### config.mk
export PLATFORM = sky130hd
export DESIGN_NAME = fpn2d_queue
export DESIGN_NICKNAME = d
export VERILOG_FILES = /design/src/design/fpn2d_queue.sv
export SDC_FILE = /design/constraint.sdc
export NUM_CORES = 1
export LEC_CHECK = 0
export CAP_MARGIN = 5
export CORE_AREA = 4 4 44 46
export CTS_CLUSTER_SIZE = 12
export DETAILED_ROUTE_END_ITERATION = 16
export DIE_AREA = 0 0 48 50
export DONT_BUFFER_PORTS = 1
export HOLD_SLACK_MARGIN = 0.03
export MAX_ROUTING_LAYER = met4
export PLACE_DENSITY = 0.66
export SYNTH_ARGS = -nofsm -noshare
export SYNTH_HDL_FRONTEND = slang
export SYNTH_SLANG_ARGS = --single-unit
### constraint.sdc
create_clock -name clk -period 2.4 [get_ports clk]
set_clock_uncertainty 0.2 [all_clocks]
set_input_delay 0.12 -clock clk [delete_from_list [all_inputs] [get_ports clk]]
set_output_delay 0.12 -clock clk [all_outputs]
set_load 0.005 [all_outputs]
### src/design/fpn2d_queue.sv
// Two-entry command queue between the front and the back.
`timescale 1ns / 1ps

module fpn2d_queue #(
  parameter int WIDTH = 8
) (
  input  logic             clk,
  input  logic             rst,
  input  logic             push_valid,
  output logic             push_ready,
  input  logic [WIDTH-1:0] push_data,
  output logic             pop_valid,
  input  logic             pop_ready,
  output logic [WIDTH-1:0] pop_data
);
  logic [WIDTH-1:0] slot [2];
  logic             wr_ptr, rd_ptr;
  logic [1:0]       count;
  logic             do_push, do_pop;

  assign push_ready = (count != 2'd2);
  assign pop_valid  = (count != 2'd0);
  assign do_push    = push_valid && push_ready;
  assign do_pop     = pop_valid && pop_ready;
  assign pop_data   = slot[rd_ptr];

  always_ff @(posedge clk) begin
    if (rst) begin
      wr_ptr <= 1'b0;
      rd_ptr <= 1'b0;
      count  <= 2'd0;
    end else begin
      if (do_push) begin
        wr_ptr <= ~wr_ptr;
      end
      if (do_pop) begin
        rd_ptr <= ~rd_ptr;
      end
      if (do_push && !do_pop) begin
        count <= count + 2'd1;
      end else if (do_pop && !do_push) begin
        count <= count - 2'd1;
      end
    end
  end

  always_ff @(posedge clk) begin
    if (do_push) begin
      slot[wr_ptr] <= push_data;
    end
  end

endmodule

=== Word level (Yosys, flattened, before mapping) ===
Memories as Yosys holds them, arrays and structs flattened. A register that Yosys moved wholly into a read port is not among the register bits.
Cells that the tools add are included.

* Bits in registers: 4
* Bits in writable memories: 16
* Input bits: 12
* Output and inout port bits: 10
* Word-level logic and storage cells: 23
* Memories kept: 1

* Add/sub/neg operators: 2
* Equality and inequality tests: 1
* Muxes and demuxes: 6
* Bitwise gates (word level): 2
* Reduce and logical (&&, ||, !) cells: 8

{| class="wikitable"
|+ Memories
! memory !! depth !! width !! rd ports !! clocked after memory_dff !! wr ports !! line !! source
|-
| slot || 2 || 8 || 1 || 1 || 1 || 16 || <nowiki>logic [WIDTH-1:0] slot [2];</nowiki>
|}

{| class="wikitable"
|+ Operators with widths
! cell !! count
|-
| 1-bit logical AND || 4
|-
| 1-bit 2-to-1 mux || 4
|-
| 2-bit 2-to-1 mux || 2
|-
| 2-bit nonzero test || 2
|-
| 2-bit by 1-bit adder with 2-bit output, second input constant || 1
|-
| 1-bit zero test || 2
|-
| 2-bit inequality test, second input constant || 1
|-
| 1-bit NOT || 2
|-
| 2-bit by 1-bit subtractor with 2-bit output, second input constant || 1
|}

=== Depth between registers and ports, before layout ===
* Word-level depth: 6
* Depth in mapped cells: 6
* Depth with buffers taken out: 6

=== Worst setup path before layout ===
OpenSTA, ideal clock, no wires.

* Path type: reg2reg
* Start: register count[0]
* End: register count[1]
* Library setup time: 0.070 ns
* Arrival time: 1.470 ns
* Required time: 2.130 ns
* Setup slack: 0.660 ns
* Stages on the path, launching flop included: 6
* Buffers on the path: 0
* Period minus slack after synthesis: 1.740 ns
* Path through: dfxtp_1 > nand2b_1 > and2_1 > ha_1 > or3_1 > a21oi_1

* Longest elaborated chain between the ends: 5
* Elaborated cells on any way between the ends: 13
* Those cells by class: 2 x add/sub; 1 x eq/ne; 2 x mux; 8 x reduce/logical

{| class="wikitable"
|+ Ends and longest elaborated chain
! item !! line !! source
|-
| from (decl) || 18 || <nowiki>logic [1:0] count;</nowiki>
|-
| from (signal assigned) || 40 || <nowiki>count <= count + 2'd1;</nowiki>
|-
| from (signal assigned) || 42 || <nowiki>count <= count - 2'd1;</nowiki>
|-
| 2-bit inequality test * || 21 || <nowiki>assign push_ready = (count != 2'd2);</nowiki>
|-
| named net push_ready || 10 || <nowiki>output logic push_ready,</nowiki>
|-
| 1-bit logical AND * || 23 || <nowiki>assign do_push = push_valid && push_ready;</nowiki>
|-
| named net do_push || 19 || <nowiki>logic do_push, do_pop;</nowiki>
|-
| 1-bit zero test || 41 || <nowiki>end else if (do_pop && !do_push) begin</nowiki>
|-
| 1-bit logical AND || 41 ||
|-
| 2-bit nonzero test (no line) || - ||
|}

Mark *: on every way through the listed nets, which the timed path passes. The rest lies on a longest branch. The select of a mux whose other input is x is not followed.
A chain may end at the register's enable or synchronous reset.

=== Worst setup path after layout ===
Same ends and word-level chain as after synthesis.

==> summary.txt <==
drt drc: 0
Syn Nets: 62
DIE AREA: 2400 um^2
Final Cycle Share: 81.6%
DP Wirelength: 979 um
Synth cell types: 17
ant diodes: 0
worst hold-check path type: in2reg
gr usage total: 13.6%
first-pass GRT wire length: 2160 um
H-tree depth: 1
worst-path maximum fanout: 5
status: completed
Clock Latency Late Sink: 0.29 ns
via count: 448
post-CTS setup buffers: 0
core area: 1510 um^2
unrepaired setup endpoints after global routing: no
setup_tns: 0 ns
Initial DRC Count: 4
Clock Path Buffers: 2
ANT nets after route: 0
Finish-stage setup viols: 0
Cell Area, Synth: 798 um^2
final net count: 78
Post-Syn Area per Cell: 16.3 um^2
row count: 14
Fmax achieved: 0.510 GHz
Via density: 5.60
Leak: 0.348 nW
routability cong.: 0.701
CTS tree: done
Syn-to-layout area delta: 20.2%
Num CTS Buffers: 3
number of global-route vias before repair: 524
Crit. End Element: register
crit path DAT: 1.99 ns
CTS Sinks: 21
Layout fillers: 104
Hold Vio Cnt, Final: 0
layout cell share with drive strength beyond 1: 20.3%
IO Pins: 22
die width: 48 um
dpl cells: 64
Worst-path clk slew: 0.11 ns
I/O Buffers: 0
WL per Instance: 16.5 um
CTS Hold Buffers Added: 12
Initial DRT Pass Iterations: 2
register area share after synthesis: 72.7%
Overflow after GRT: 0
Rel. slew slack: 76.1%
Die Y: 50 um
post_cts resized: 0
MaxCap Viol Count: 0
Seq cells post-synth: 21
final wirelength: 1320 um
Cell Pwr Density: 944 nW/um^2
Initial Util: 53.0%
synth warn: 0
Peak VDD IR: 0.727 mV
Period minus WS final: 1.96 ns
Gate Count Post-Synth: 49
Final Max Tran Viols: 0
Final Non-Filler Cells: 80
largest net degree at the start of global routing: 12
startpoint type of the worst setup path: register
WP data required: 2.43 ns
Root Driver: clkbuf_4
critical path class: reg2reg
worst-margin pin slew: 0.358 ns
antenna violations before repair: 0
## layout by cell type (no fill, tap or decap)
| cell type | synthesis | final |
|---|---|---|
| ha_1 | 1 | 1 |
| a21oi_1 | 2 | 2 |
| or3_1 | 1 | 1 |
| clkbuf_4 | 0 | 3 |
| and2_1 | 1 | 1 |
| inv_1 | 1 | 1 |
| a21bo_2 | 1 | 1 |
| xor2_1 | 3 | 3 |
| o21ai_0 | 2 | 2 |
| nand3b_1 | 1 | 1 |
| and3_1 | 1 | 1 |
| or2_2 | 1 | 1 |
| dfxtp_1 | 5 | 5 |
| nor2_1 | 3 | 3 |
| edfxtp_1 | 16 | 16 |
| mux2_2 | 8 | 8 |
| dlygate4sd3_1 | 0 | 12 |
| clkbuf_1 | 0 | 1 |
| nand2b_1 | 1 | 1 |
## cell usage after synthesis (all sizes together)
| cell | n | area (um^2) |
|---|---|---|
| nor2 | 3 | 11.3 |
| buf | 1 | 5.00 |
| dfxtp | 5 | 100 |
| ha | 1 | 12.5 |
| and3 | 1 | 6.26 |
| nand3b | 1 | 7.51 |
| mux2 | 8 | 90.1 |
| or3 | 1 | 6.26 |
| a21oi | 2 | 10.0 |
| a21bo | 1 | 10.0 |
| o21ai | 2 | 10.0 |
| inv | 1 | 3.75 |
| xor2 | 3 | 26.3 |
| or2 | 1 | 6.26 |
| and2 | 1 | 6.26 |
| edfxtp | 16 | 480 |
| nand2b | 1 | 6.26 |
## stage by stage
stage / instance area (um^2) / power [mW] / util (%) / hold slack [ns] / setup slack, ns
6_report: 960 / 0.906 / 63.7 / 0.0960 / 0.440
5_1_grt: 960 / 0.973 / 63.7 / 0.109 / 0.327
4_1_cts: 960 / 0.917 / 63.7 / 0.0927 / 0.451
3_5_place_dp: 813 / 0.729 / 54.0 / -0.00290 / 0.471
3_3_place_gp: 813 / 0.702 / 54.0 / -0.00958 / 0.620
2_1_floorplan: 798 / 0.678 / - / -0.0109 / 0.660
## final timing paths
kind / end / slack (ns) / startpoint / cells after the start
worst max register to register: count[1] / 0.44 / count[0] / 6
worst max-delay path: count[1] / 0.44 / count[0] / 6
worst min register to register: rd_ptr / 0.34 / rd_ptr / 2
worst min-delay path: slot[1][0] / 0.1 / push_valid / 1
## sequential cells by signal, indices dropped and copies added (netlist names), named ones only
| signal | flops |
|---|---|
| slot | 16 |
| count | 2 |
| rd_ptr | 1 |
| wr_ptr | 1 |
## critical path, stage by stage (launching register included)
cell,delay [ns]
dfxtp_1,0.37
nand2b_1,0.24
and2_1,0.21
ha_1,0.21
xor2_1,0.16
or3_1,0.33
a21oi_1,0.17
## area by class of cell
type,count,area [um^2],area share (%)
inverter,1,3.75,0.391
tap,16,20.0,2.09
sequential,21,581,60.5
clock buffer,4,26.3,2.74
timing repair buffer,12,120,12.5
multi-input combinational,26,209,21.8
## metal layers
metal  part of all wire, %  GRT usage [%]
met5                     0              -
met4                   6.1           12.1
met3                   7.0           2.55
met2                    52           21.8
met1                    34           12.8
## power by group
| group | switching (mW) | internal, mW |
|---|---|---|
| Combinational | 0.117 | 0.120 |
| Sequential | 0.0464 | 0.461 |
| Clock | 0.0968 | 0.0647 |
| Total | 0.260 | 0.646 |
## cell families (layout without fill, tap and decap cells)
logic type,count (synthesis),in the layout,synth area share [%]
compound gates,5,5,3.76
fa+ha+maj,1,1,1.57
buf+inv,2,17,1.10
simple gates,9,9,6.27
xor+xnor,3,3,3.29
flops,21,21,72.7
mux,8,8,11.3
(Power assumes the default switching activity.)
