$ cat src/design/fpn2d_pkg.sv
// Shared types, codes and the power table generator for the 2D noise unit.
`timescale 1ns / 1ps

package fpn2d_pkg;

  // Item modes
  localparam logic MODE_WRITE = 1'b0;
  localparam logic MODE_EVAL  = 1'b1;

  // Table components
  localparam logic [1:0] COMP_GX   = 2'd0;
  localparam logic [1:0] COMP_GY   = 2'd1;
  localparam logic [1:0] COMP_OFS  = 2'd2;
  localparam logic [1:0] COMP_NONE = 2'd3;

  // Configuration register indexes
  localparam logic [1:0] REG_WEIGHT_GX  = 2'd0;
  localparam logic [1:0] REG_WEIGHT_GY  = 2'd1;
  localparam logic [1:0] REG_WEIGHT_OFS = 2'd2;

  localparam logic [15:0] WEIGHT_RESET = 16'd16384;

  // Exponent 4.67970975809363: integer part and Q.16 fraction
  localparam int          POW_INT  = 4;
  localparam logic [15:0] POW_FRAC = 16'd44545;

  localparam int ENTRY_W = 19;  // stored gradient entry, signed Q3.16
  localparam int DIGIT_W = 3;   // grid phase digit, below OVERLAP <= 8

  // Command from the front to the back; cell indexes travel beside it
  typedef struct packed {
    logic                      kind;   // MODE_WRITE or MODE_EVAL
    logic [1:0]                comp;
    logic signed [ENTRY_W-1:0] data;
    logic [DIGIT_W-1:0]        qx;     // unit step of x inside the grid cell
    logic [15:0]               lox;    // fraction of x
    logic [DIGIT_W-1:0]        qy;
    logic [15:0]               loy;
  } fpn2d_cmd_t;

  function automatic longint unsigned isqrt(input longint unsigned n);
    longint unsigned root;
    longint unsigned bitv;
    longint unsigned rem;
    root = 0;
    bitv = 64'd1 << 62;
    rem  = n;
    for (int it = 0; it < 32; it++) begin
      if (rem >= root + bitv) begin
        rem  = rem - (root + bitv);
        root = (root >> 1) + bitv;
      end else begin
        root = root >> 1;
      end
      bitv = bitv >> 2;
    end
    return root;
  endfunction

  // t^S in Q.16 for t = k / 2^bits, built from repeated square roots
  function automatic logic [16:0] power_entry(input int k, input int bits);
    longint unsigned t;
    longint unsigned res;
    longint unsigned s;
    longint unsigned rnd;
    t   = longint'(k) << (30 - bits);
    res = 64'd1 << 30;
    s   = t;
    for (int n = 0; n < POW_INT; n++) begin
      res = (res * t) >> 30;
    end
    for (int b = 15; b >= 0; b--) begin
      s = isqrt(s << 30);
      if (POW_FRAC[b]) begin
        res = (res * s) >> 30;
      end
    end
    rnd = (res + 64'd8192) >> 14;
    return rnd[16:0];
  endfunction

endpackage

$ cat src/design/fpn2d_item_if.sv
// Input channel: valid/ready handshake with the write or evaluate payload.
`timescale 1ns / 1ps

interface fpn2d_item_if;
  logic               valid;
  logic               ready;
  logic               mode;
  logic signed [31:0] x_coord;
  logic signed [31:0] y_coord;
  logic [1:0]         table_component;
  logic [5:0]         table_row;
  logic [5:0]         table_column;
  logic signed [15:0] table_value;

  modport source (output valid, mode, x_coord, y_coord, table_component, table_row,
                  table_column, table_value, input ready);
  modport sink (input valid, mode, x_coord, y_coord, table_component, table_row,
                table_column, table_value, output ready);
endinterface

$ cat src/design/fpn2d_front.sv
// Front end: accepts items, scales table writes, locates the grid cells of a point.
`timescale 1ns / 1ps

module fpn2d_front #(
  parameter int TILE_COLUMNS = 64,
  parameter int TILE_ROWS    = 64,
  parameter int OVERLAP      = 4,
  localparam int CW = $clog2(TILE_COLUMNS),
  localparam int RW = $clog2(TILE_ROWS)
) (
  input  logic                   clk,
  input  logic                   rst,
  fpn2d_item_if.sink             item,
  input  logic [15:0]            weight_gx,
  input  logic [15:0]            weight_gy,
  input  logic [15:0]            weight_ofs,
  output logic                   push_valid,
  input  logic                   push_ready,
  output fpn2d_pkg::fpn2d_cmd_t  push_cmd,
  output logic [CW-1:0]          push_gx,
  output logic [RW-1:0]          push_gy
);
  import fpn2d_pkg::*;

  localparam logic [2:0] ST_IDLE  = 3'd0;
  localparam logic [2:0] ST_SCALE = 3'd1;
  localparam logic [2:0] ST_DIV   = 3'd2;
  localparam logic [2:0] ST_REM   = 3'd3;
  localparam logic [2:0] ST_MODM  = 3'd4;
  localparam logic [2:0] ST_MODS  = 3'd5;
  localparam logic [2:0] ST_PUSH  = 3'd6;

  // Floor division of the integer part by OVERLAP through a biased reciprocal
  localparam int     KO_C   = (32768 + OVERLAP - 1) / OVERLAP;
  localparam int     KO     = OVERLAP * KO_C;
  localparam longint M_O_L  = ((longint'(1) << 20) + OVERLAP - 1) / OVERLAP;
  localparam logic [20:0] M_O = 21'(M_O_L);
  // Cell wrap: bias to a multiple of the tile size, then reciprocal remainder
  localparam int BTX  = TILE_COLUMNS * ((KO + TILE_COLUMNS - 1) / TILE_COLUMNS);
  localparam int BTY  = TILE_ROWS * ((KO + TILE_ROWS - 1) / TILE_ROWS);
  localparam logic [17:0] OFSX = 18'(BTX - KO);
  localparam logic [17:0] OFSY = 18'(BTY - KO);
  localparam longint M_TX_L = ((longint'(1) << 28) + TILE_COLUMNS - 1) / TILE_COLUMNS;
  localparam longint M_TY_L = ((longint'(1) << 28) + TILE_ROWS - 1) / TILE_ROWS;
  localparam logic [27:0] M_TX = 28'(M_TX_L);
  localparam logic [27:0] M_TY = 28'(M_TY_L);

  logic [2:0] state;

  logic                mode_r;
  logic signed [31:0]  x_r, y_r;
  logic [1:0]          comp_r;
  logic [RW-1:0]       row_r;
  logic [CW-1:0]       col_r;
  logic signed [15:0]  val_r;
  logic signed [ENTRY_W-1:0] data_r;
  logic [16:0]         ux, uy, qdx, qdy;
  logic [DIGIT_W-1:0]  remx, remy;
  logic [17:0]         vx, vy, qtx, qty;
  logic [CW-1:0]       gx_r;
  logic [RW-1:0]       gy_r;

  // Small wrap tables for the 6-bit write indexes
  logic [RW-1:0] row_wrap [64];
  logic [CW-1:0] col_wrap [64];
  for (genvar g = 0; g < 64; g++) begin : g_wrap
    localparam int RV = g % TILE_ROWS;
    localparam int CV = g % TILE_COLUMNS;
    assign row_wrap[g] = RV[RW-1:0];
    assign col_wrap[g] = CV[CW-1:0];
  end

  logic [15:0]         wsel;
  logic signed [32:0]  wprod;
  logic signed [33:0]  wround;
  logic [17:0]         sumx, sumy;
  logic [37:0]         pqx, pqy;
  logic [16:0]         qox, qoy, rdx, rdy;
  logic [45:0]         ptx, pty;
  logic [17:0]         mtx, mty, gfx, gfy;

  always_comb begin
    case (comp_r)
      COMP_GX: wsel = weight_gx;
      COMP_GY: wsel = weight_gy;
      default: wsel = weight_ofs;
    endcase
    wprod  = val_r * $signed({1'b0, wsel});
    wround = 34'(wprod) + 34'sd4096;

    sumx = {{2{x_r[31]}}, x_r[31:16]} + 18'(KO);
    sumy = {{2{y_r[31]}}, y_r[31:16]} + 18'(KO);
    pqx  = 38'(sumx[16:0]) * 38'(M_O);
    pqy  = 38'(sumy[16:0]) * 38'(M_O);

    qox = 17'(qdx * OVERLAP);
    qoy = 17'(qdy * OVERLAP);
    rdx = ux - qox;
    rdy = uy - qoy;

    ptx = 46'(vx) * 46'(M_TX);
    pty = 46'(vy) * 46'(M_TY);

    mtx = 18'(qtx * TILE_COLUMNS);
    mty = 18'(qty * TILE_ROWS);
    gfx = vx - mtx;
    gfy = vy - mty;
  end

  always_ff @(posedge clk) begin
    if (rst) begin
      state <= ST_IDLE;
    end else begin
      unique case (state)
        ST_IDLE: begin
          if (item.valid) begin
            if (item.mode == MODE_EVAL) begin
              state <= ST_DIV;
            end else if (item.table_component != COMP_NONE) begin
              state <= ST_SCALE;
            end
          end
        end
        ST_SCALE: state <= ST_PUSH;
        ST_DIV:   state <= ST_REM;
        ST_REM:   state <= ST_MODM;
        ST_MODM:  state <= ST_MODS;
        ST_MODS:  state <= ST_PUSH;
        ST_PUSH: begin
          if (push_ready) begin
            state <= ST_IDLE;
          end
        end
        default: state <= ST_IDLE;
      endcase
    end
  end

  always_ff @(posedge clk) begin
    if (state == ST_IDLE && item.valid) begin
      mode_r <= item.mode;
      x_r    <= item.x_coord;
      y_r    <= item.y_coord;
      comp_r <= item.table_component;
      row_r  <= row_wrap[item.table_row];
      col_r  <= col_wrap[item.table_column];
      val_r  <= item.table_value;
    end
    if (state == ST_SCALE) begin
      data_r <= wround[ENTRY_W+12:13];
      gx_r   <= col_r;
      gy_r   <= row_r;
    end
    if (state == ST_DIV) begin
      ux  <= sumx[16:0];
      uy  <= sumy[16:0];
      qdx <= pqx[36:20];
      qdy <= pqy[36:20];
    end
    if (state == ST_REM) begin
      remx <= rdx[DIGIT_W-1:0];
      remy <= rdy[DIGIT_W-1:0];
      vx   <= 18'(qox) + OFSX;
      vy   <= 18'(qoy) + OFSY;
    end
    if (state == ST_MODM) begin
      qtx <= ptx[45:28];
      qty <= pty[45:28];
    end
    if (state == ST_MODS) begin
      gx_r <= gfx[CW-1:0];
      gy_r <= gfy[RW-1:0];
    end
  end

  assign item.ready = (state == ST_IDLE);
  assign push_valid = (state == ST_PUSH);

  always_comb begin
    push_cmd.kind = mode_r;
    push_cmd.comp = comp_r;
    push_cmd.data = data_r;
    push_cmd.qx   = remx;
    push_cmd.lox  = x_r[15:0];
    push_cmd.qy   = remy;
    push_cmd.loy  = y_r[15:0];
  end
  assign push_gx = gx_r;
  assign push_gy = gy_r;

endmodule

$ cat src/flat_wrapper.sv
// flat-port wrapper written by rule: the top's interface ports become plain ports
module fpn2d_front_flat import fpn2d_pkg::*;
#(
  parameter int TILE_COLUMNS = 64,
  parameter int TILE_ROWS    = 64,
  parameter int OVERLAP      = 4,
  localparam int CW = $clog2(TILE_COLUMNS),
  localparam int RW = $clog2(TILE_ROWS)
)
  (clk, rst, weight_gx, weight_gy, weight_ofs, push_valid, push_ready, push_cmd, push_gx, push_gy, item_valid, item_mode, item_x_coord, item_y_coord, item_table_component, item_table_row, item_table_column, item_table_value, item_ready);
  fpn2d_item_if item_i ();
  input  logic clk;
  input  logic rst;
  input  logic [15:0] weight_gx;
  input  logic [15:0] weight_gy;
  input  logic [15:0] weight_ofs;
  output logic push_valid;
  input  logic push_ready;
  output fpn2d_pkg::fpn2d_cmd_t push_cmd;
  output logic [CW-1:0] push_gx;
  output logic [RW-1:0] push_gy;
  input wire logic [$bits(item_i.valid)-1:0] item_valid;
  input wire logic [$bits(item_i.mode)-1:0] item_mode;
  input wire logic [$bits(item_i.x_coord)-1:0] item_x_coord;
  input wire logic [$bits(item_i.y_coord)-1:0] item_y_coord;
  input wire logic [$bits(item_i.table_component)-1:0] item_table_component;
  input wire logic [$bits(item_i.table_row)-1:0] item_table_row;
  input wire logic [$bits(item_i.table_column)-1:0] item_table_column;
  input wire logic [$bits(item_i.table_value)-1:0] item_table_value;
  output wire logic [$bits(item_i.ready)-1:0] item_ready;
  assign item_i.valid = item_valid;
  assign item_i.mode = item_mode;
  assign item_i.x_coord = item_x_coord;
  assign item_i.y_coord = item_y_coord;
  assign item_i.table_component = item_table_component;
  assign item_i.table_row = item_table_row;
  assign item_i.table_column = item_table_column;
  assign item_i.table_value = item_table_value;
  assign item_ready = item_i.ready;
  fpn2d_front #(.TILE_COLUMNS(TILE_COLUMNS), .TILE_ROWS(TILE_ROWS), .OVERLAP(OVERLAP)) u_core (.clk(clk), .rst(rst), .item(item_i), .weight_gx(weight_gx), .weight_gy(weight_gy), .weight_ofs(weight_ofs), .push_valid(push_valid), .push_ready(push_ready), .push_cmd(push_cmd), .push_gx(push_gx), .push_gy(push_gy));
endmodule
$ cat config.mk
export PLATFORM = sky130hd
export DESIGN_NAME = fpn2d_front_flat
export DESIGN_NICKNAME = d
export VERILOG_FILES = /design/src/design/fpn2d_pkg.sv /design/src/design/fpn2d_item_if.sv /design/src/design/fpn2d_front.sv /design/src/flat_wrapper.sv
export SDC_FILE = /design/constraint.sdc
export NUM_CORES = 1
export LEC_CHECK = 0
export ABC_AREA = 1
export BUFFER_PORTS_ARGS = -buffer_cell sky130_fd_sc_hd__buf_4
export CAP_MARGIN = 10
export CORE_MARGIN = 10
export CORE_UTILIZATION = 61
export CTS_BUF_LIST = sky130_fd_sc_hd__clkbuf_16
export DETAILED_ROUTE_END_ITERATION = 8
export HOLD_SLACK_MARGIN = 0.05
export PLACE_DENSITY = 0.85
export SYNTH_ARGS = -nofsm -noshare
export SYNTH_HDL_FRONTEND = slang
export SYNTH_SLANG_ARGS = --single-unit
$ cat constraint.sdc
create_clock -name clk -period 17.26 [get_ports clk]
set_input_delay 3.452 -clock clk [delete_from_list [all_inputs] [get_ports clk]]
set_output_delay 3.452 -clock clk [all_outputs]
set_load 0.03 [all_outputs]
Word-level counts from Yosys, hierarchy flattened
Memories as Yosys holds them, arrays and structs flattened. A register that Yosys moved wholly into a read port is not among the register bits.
Cells that the tools add are included.
W data, S select, Z words.
{"block": "word_totals", "register_bits": 125, "romBits": 768, "input_bits": 147, "out_inout_bits": 74, "mem_count": 2}
{"memory": "(no name shown)", "depth": 64, "word_bits": 6, "read_ports": 1, "rd_clocked_by_memory_dff": 1, "write_ports": 0, "line_no": "fpn2d_front.sv:145", "source": "row_r <= row_wrap[item.table_row];"}
{"memory": "(no name shown)", "depth": 64, "word_bits": 6, "read_ports": 1, "rd_clocked_by_memory_dff": 1, "write_ports": 0, "line_no": "fpn2d_front.sv:146", "source": "col_r <= col_wrap[item.table_column];"}
{"block": "classes", "add_sub_neg": 7, "mul": 1, "eq_ne": 11, "muxes": 10, "bitwise_logic": 2, "n_reduce_logical": 6}
{"operator": "$add A32 B14 Y32 const B", "count": 1}
{"operator": "$mul A16 B17 Y32", "count": 1}
{"operator": "$pmux W16 S2", "count": 1}
{"operator": "$mux W6", "count": 4}
{"operator": "$pmux W3 S6", "count": 1}
{"operator": "$not A6 Y7", "count": 2}
{"operator": "$add A6 B1 Y6 const B", "count": 2}
{"operator": "$mux W3", "count": 4}
{"operator": "$sub A6 B1 Y6 const B", "count": 2}
{"operator": "$eq A3 B3 Y1 const B", "count": 3}
{"operator": "$eq A3 B2 Y1 const B", "count": 2}
{"operator": "$sub A3 B3 Y3", "count": 2}
{"operator": "$ne A2 B2 Y1 const B", "count": 2}
{"operator": "$eq A3 B1 Y1 const B", "count": 1}
{"operator": "$logic_not A3 Y1", "count": 1}
{"operator": "$ne A3 B2 Y1 const B", "count": 1}
{"operator": "$reduce_and A3 Y1", "count": 1}
{"operator": "$eq A2 B1 Y1 const B", "count": 1}
{"operator": "$logic_not A2 Y1", "count": 1}
{"operator": "$ne A2 B1 Y1 const B", "count": 1}
{"operator": "$reduce_bool A2 Y1", "count": 1}
{"operator": "$reduce_or A2 Y1", "count": 1}
{"operator": "$logic_and A1 B1 Y1", "count": 1}

Logic depth before layout (Yosys ltp)
{"block": "logic_depth", "word_depth": 5, "ltp_mapped": 31, "depth_no_buf": 29}

Worst setup path before layout
Ideal clock, no wire load.
{"block": "synth_path", "path_type": "input port to flip-flop", "from": "input port weight_ofs[13]", "to": "register u_core.data_r[13], data pin", "setup_ns": 0.252, "arrival_ns": 8.454, "required_time_ns": 17.008, "slack_ns": 8.554, "path_stages": 23, "n_path_buf": 1, "path_cell_list": "or2_2 -> nand3_1 -> inv_1 -> clkbuf_1 -> nand2_1 -> fa_1 -> fa_1 -> fa_1 -> inv_1 -> fa_1 -> fa_1 -> inv_1 -> fa_1 -> inv_1 -> ha_1 -> a21oi_1 -> o21ai_0 -> a21oi_1 -> nor2_1 -> a211oi_1 -> nand2_1 -> nand2_1 -> nand2_1"}
{"block": "synth_via", "elab_chain_cells": 3}
{"element": "start: declaration", "line_no": "flat_wrapper.sv:16", "source": "input logic [15:0] weight_ofs;"}
{"element": "$pmux W16 S2", "line_no": "fpn2d_front.sv:83", "source": "case (comp_r)"}
{"element": "$mul A16 B17 Y32", "line_no": "fpn2d_front.sv:88", "source": "wprod = val_r * $signed({1'b0, wsel});"}
{"element": "$add A32 B14 Y32", "line_no": "fpn2d_front.sv:89", "source": "wround = 34'(wprod) + 34'sd4096;"}
{"element": "named net u_core.wround[26]", "line_no": "fpn2d_front.sv:75", "source": "logic signed [33:0] wround;"}
{"element": "end signal: assignment", "line_no": "fpn2d_front.sv:150", "source": "data_r <= wround[ENTRY_W+12:13];"}
{"element": "end: declaration", "line_no": "fpn2d_front.sv:56", "source": "logic signed [ENTRY_W-1:0] data_r;"}
The timed path passes the listed nets, and every way through them passes these cells.
A chain may end at the register's enable or synchronous reset.

Worst setup path after layout
{"block": "layout_path", "from": "input port weight_ofs[6]", "to": "register u_core.data_r[12], data pin"}
Same word-level chain as after synthesis.

==> out/qor.yml <==
holdPathStages: 0
crit_fanout: 9
core_area_mm2: 0.02176
syn_area_mm2: 0.01343
syn_inst: 1422
diodes: 0
maxCapViolations: 0
routed_wl_um: 38480
placementRows: 54
synth-main-ff-cell: "edfxtp_1"
cts_root_buffer: "clkbuf_16"
multi_input_area_mm2: 0.008048
worstRegToRegCells: 23
cp.required_ps: 17450
synth_largest_area_cell: "edfxtp_1"
first_pass_iters: 6
synthDistinctLibCells: 45
drt_iter0_drc: 1020
vias: 10699
die_width_um: 168.4
wire_per_inst_um: 20.16
vias_per_cell: 5.605
ctsHoldBuffers: 0
arrival_ps: 9890
antenna_found_initial: 0
ys_seq_area_share_pct: 29.52
fin_nets: 2070
gp_congestion: 0.9757
worstMarginPinSlew_ps: 1094
async_reset_ff_share_pct: 0
synthTopCellsByCount: "333 x inv_1, 269 x nand2_1, 194 x fa_1"
syn_area_per_cell_um2: 9.443
ant_nets: 0
finClkSkew_ps: 19.73
cts_setup_buffers: 0
worst-setup-path-type: "input port to flop"
cts_buffer_depth: 2
synth_fa_ha_area_share_pct: 39.45
synthXorXnorAreaFrac_pct: 0.7827
ys_warn_count: 0
clk_latency_ps: 450
drive_gt1_share_pct: 16.94
htreeDepth: 4
overflow: 0
final.period_utilization_pct: 56.19
final_max_slew_viol_count: 0
finalSetupViolations: 0
drc: 0
hold_viol_final: 0
grt_pass1_wl_um: 61110
grtUsageTotal_pct: 27.69
ys_top_cells_by_area: "edfxtp_1 29%, fa_1 29%, ha_1 11%, inv_1 9.3%, nand2_1 7.5%"
dpl.hpwl_um: 29620
grt_pass1_vias: 11449
synth_compound_area_share_pct: 3.094
cts_resized: 0
io_buffer_count: 198
hold_path_class: "flop to flop"
synth-seq-cells: 133
min_period_ps: 9699
critPathLaunchType: "input port"
slew_headroom_pct: 27.08
synth_top_family_by_area: "adder cells"
synth.most_common_cell: "inv_1"
ff_latch_area_mm2: 0.003964
max_freq_ghz: 0.1031
grt_start_max_net_pins: 76
status: "complete, no violations"
synthMuxAreaShare_pct: 0.6709
clkSinkCount: 133
synthSimpleGateAreaFrac_pct: 15.80
cts_buffers: 17
synth_top_area_share_pct: 29.07
start_util_pct: 61.72
rsz0062_at_grt: "no"
io_pins: 221
nFillCells: 1436
setup-tns-final_ps: 0
die_h_um: 168.4
cts.clk_slew.worst_paths_ps: 80
cts_tree: "yes"
end_kind: "flop"
die-area_mm2: 0.02835
area_delta_synth_final_pct: 17.78
synth_enable_flop_cells: 130
[cell usage in the layout, fill, tap and decap left out, types with 8 or more instances in the layout]
cell type  instances
inv_2             12
fa_1             194
clkbuf_16         17
nand2_1          269
o21ai_0           17
a21oi_1           34
nor2_1           159
xor2_1             8
or2_1             10
inv_1            333
buf_4            202
edfxtp_1         130
ha_1             113
nor3_1            14
nand2_2           10
nand3_1           31
[path summary, 6_finish.rpt]
kind | startpoint | to | slack (ps)
worst max-delay path | weight_ofs[6] | u_core.data_r[12] | 7560
worst min-delay path | u_core.x_r[21] | u_core.qdx[3] | 410
worst max register to register | u_core.comp_r[1] | u_core.data_r[12] | 9720
worst min register to register | u_core.x_r[21] | u_core.qdx[3] | 410
[flip-flops by register name, indices dropped and copies added (netlist names), 6 cells and up]
register        cells
u_core.x_r         22
u_core.push_gx      6
u_core.val_r       16
u_core.y_r         22
u_core.row_r        6
u_core.col_r        6
u_core.push_gy      6
u_core.data_r      19
[area by class of cell]
type                            instances  area share (%)
Inverter                              349           8.283
Tap cell                              280           2.215
Timing Repair Buffer                  202           9.589
Clock inverter                         15           1.274
Clock buffer                           17           2.690
Sequential cell                       133           25.06
Multi-Input combinational cell        913           50.89
[layer usage]
layer,wire (um),global-route usage [%],vias to the layer above
li1,-,-,4692
met1,13380,31.92,5161
met2,19230,47.21,697
met3,4111,7.846,149
met4,1753,12.00,0
met5,0,0,-
[kinds of logic after synthesis]
group	count (synthesis)
xor gates and xnor gates	12
buffers and inverters	377
and+or+nand+nor	512
DFF	133
other	1
muxes	8
adders and majority gates	307
AOI/OAI and AO/OA	72
[through the flow]
step / cell area (um^2) / std cells / util [%] / hold WS [ps] / worst slack, ps
floorplan: 13430 / 1423 / - / 400.3 / 8554
global placement: 15180 / 1876 / 69.78 / 400.6 / 7448
detailed placement: 15180 / 1876 / 69.78 / 404.5 / 7376
CTS: 15810 / 1908 / 72.66 / 406.1 / 7751
global route: 15820 / 1909 / 72.69 / 423.4 / 7420
finish: 15820 / 1909 / 72.69 / 414.7 / 7561
[worst max-delay path: stages]
cell and delay, ps:
buf_4 110, or2_2 290, nand3_1 530, clkinv_1 520, nand2_1 210, fa_1 430
inv_1 90, fa_1 460, fa_1 580, fa_1 480, fa_1 510, inv_1 50
fa_1 500, inv_1 50, ha_1 340, a21oi_1 230, o21ai_0 160, a21oi_1 310
inv_1 100, a21oi_1 220, nand2_1 130, nand2_1 70, nand2_1 60
Power is not shown: default switching activity piles up to over one toggle a cycle in this logic, so the estimate is an artifact.
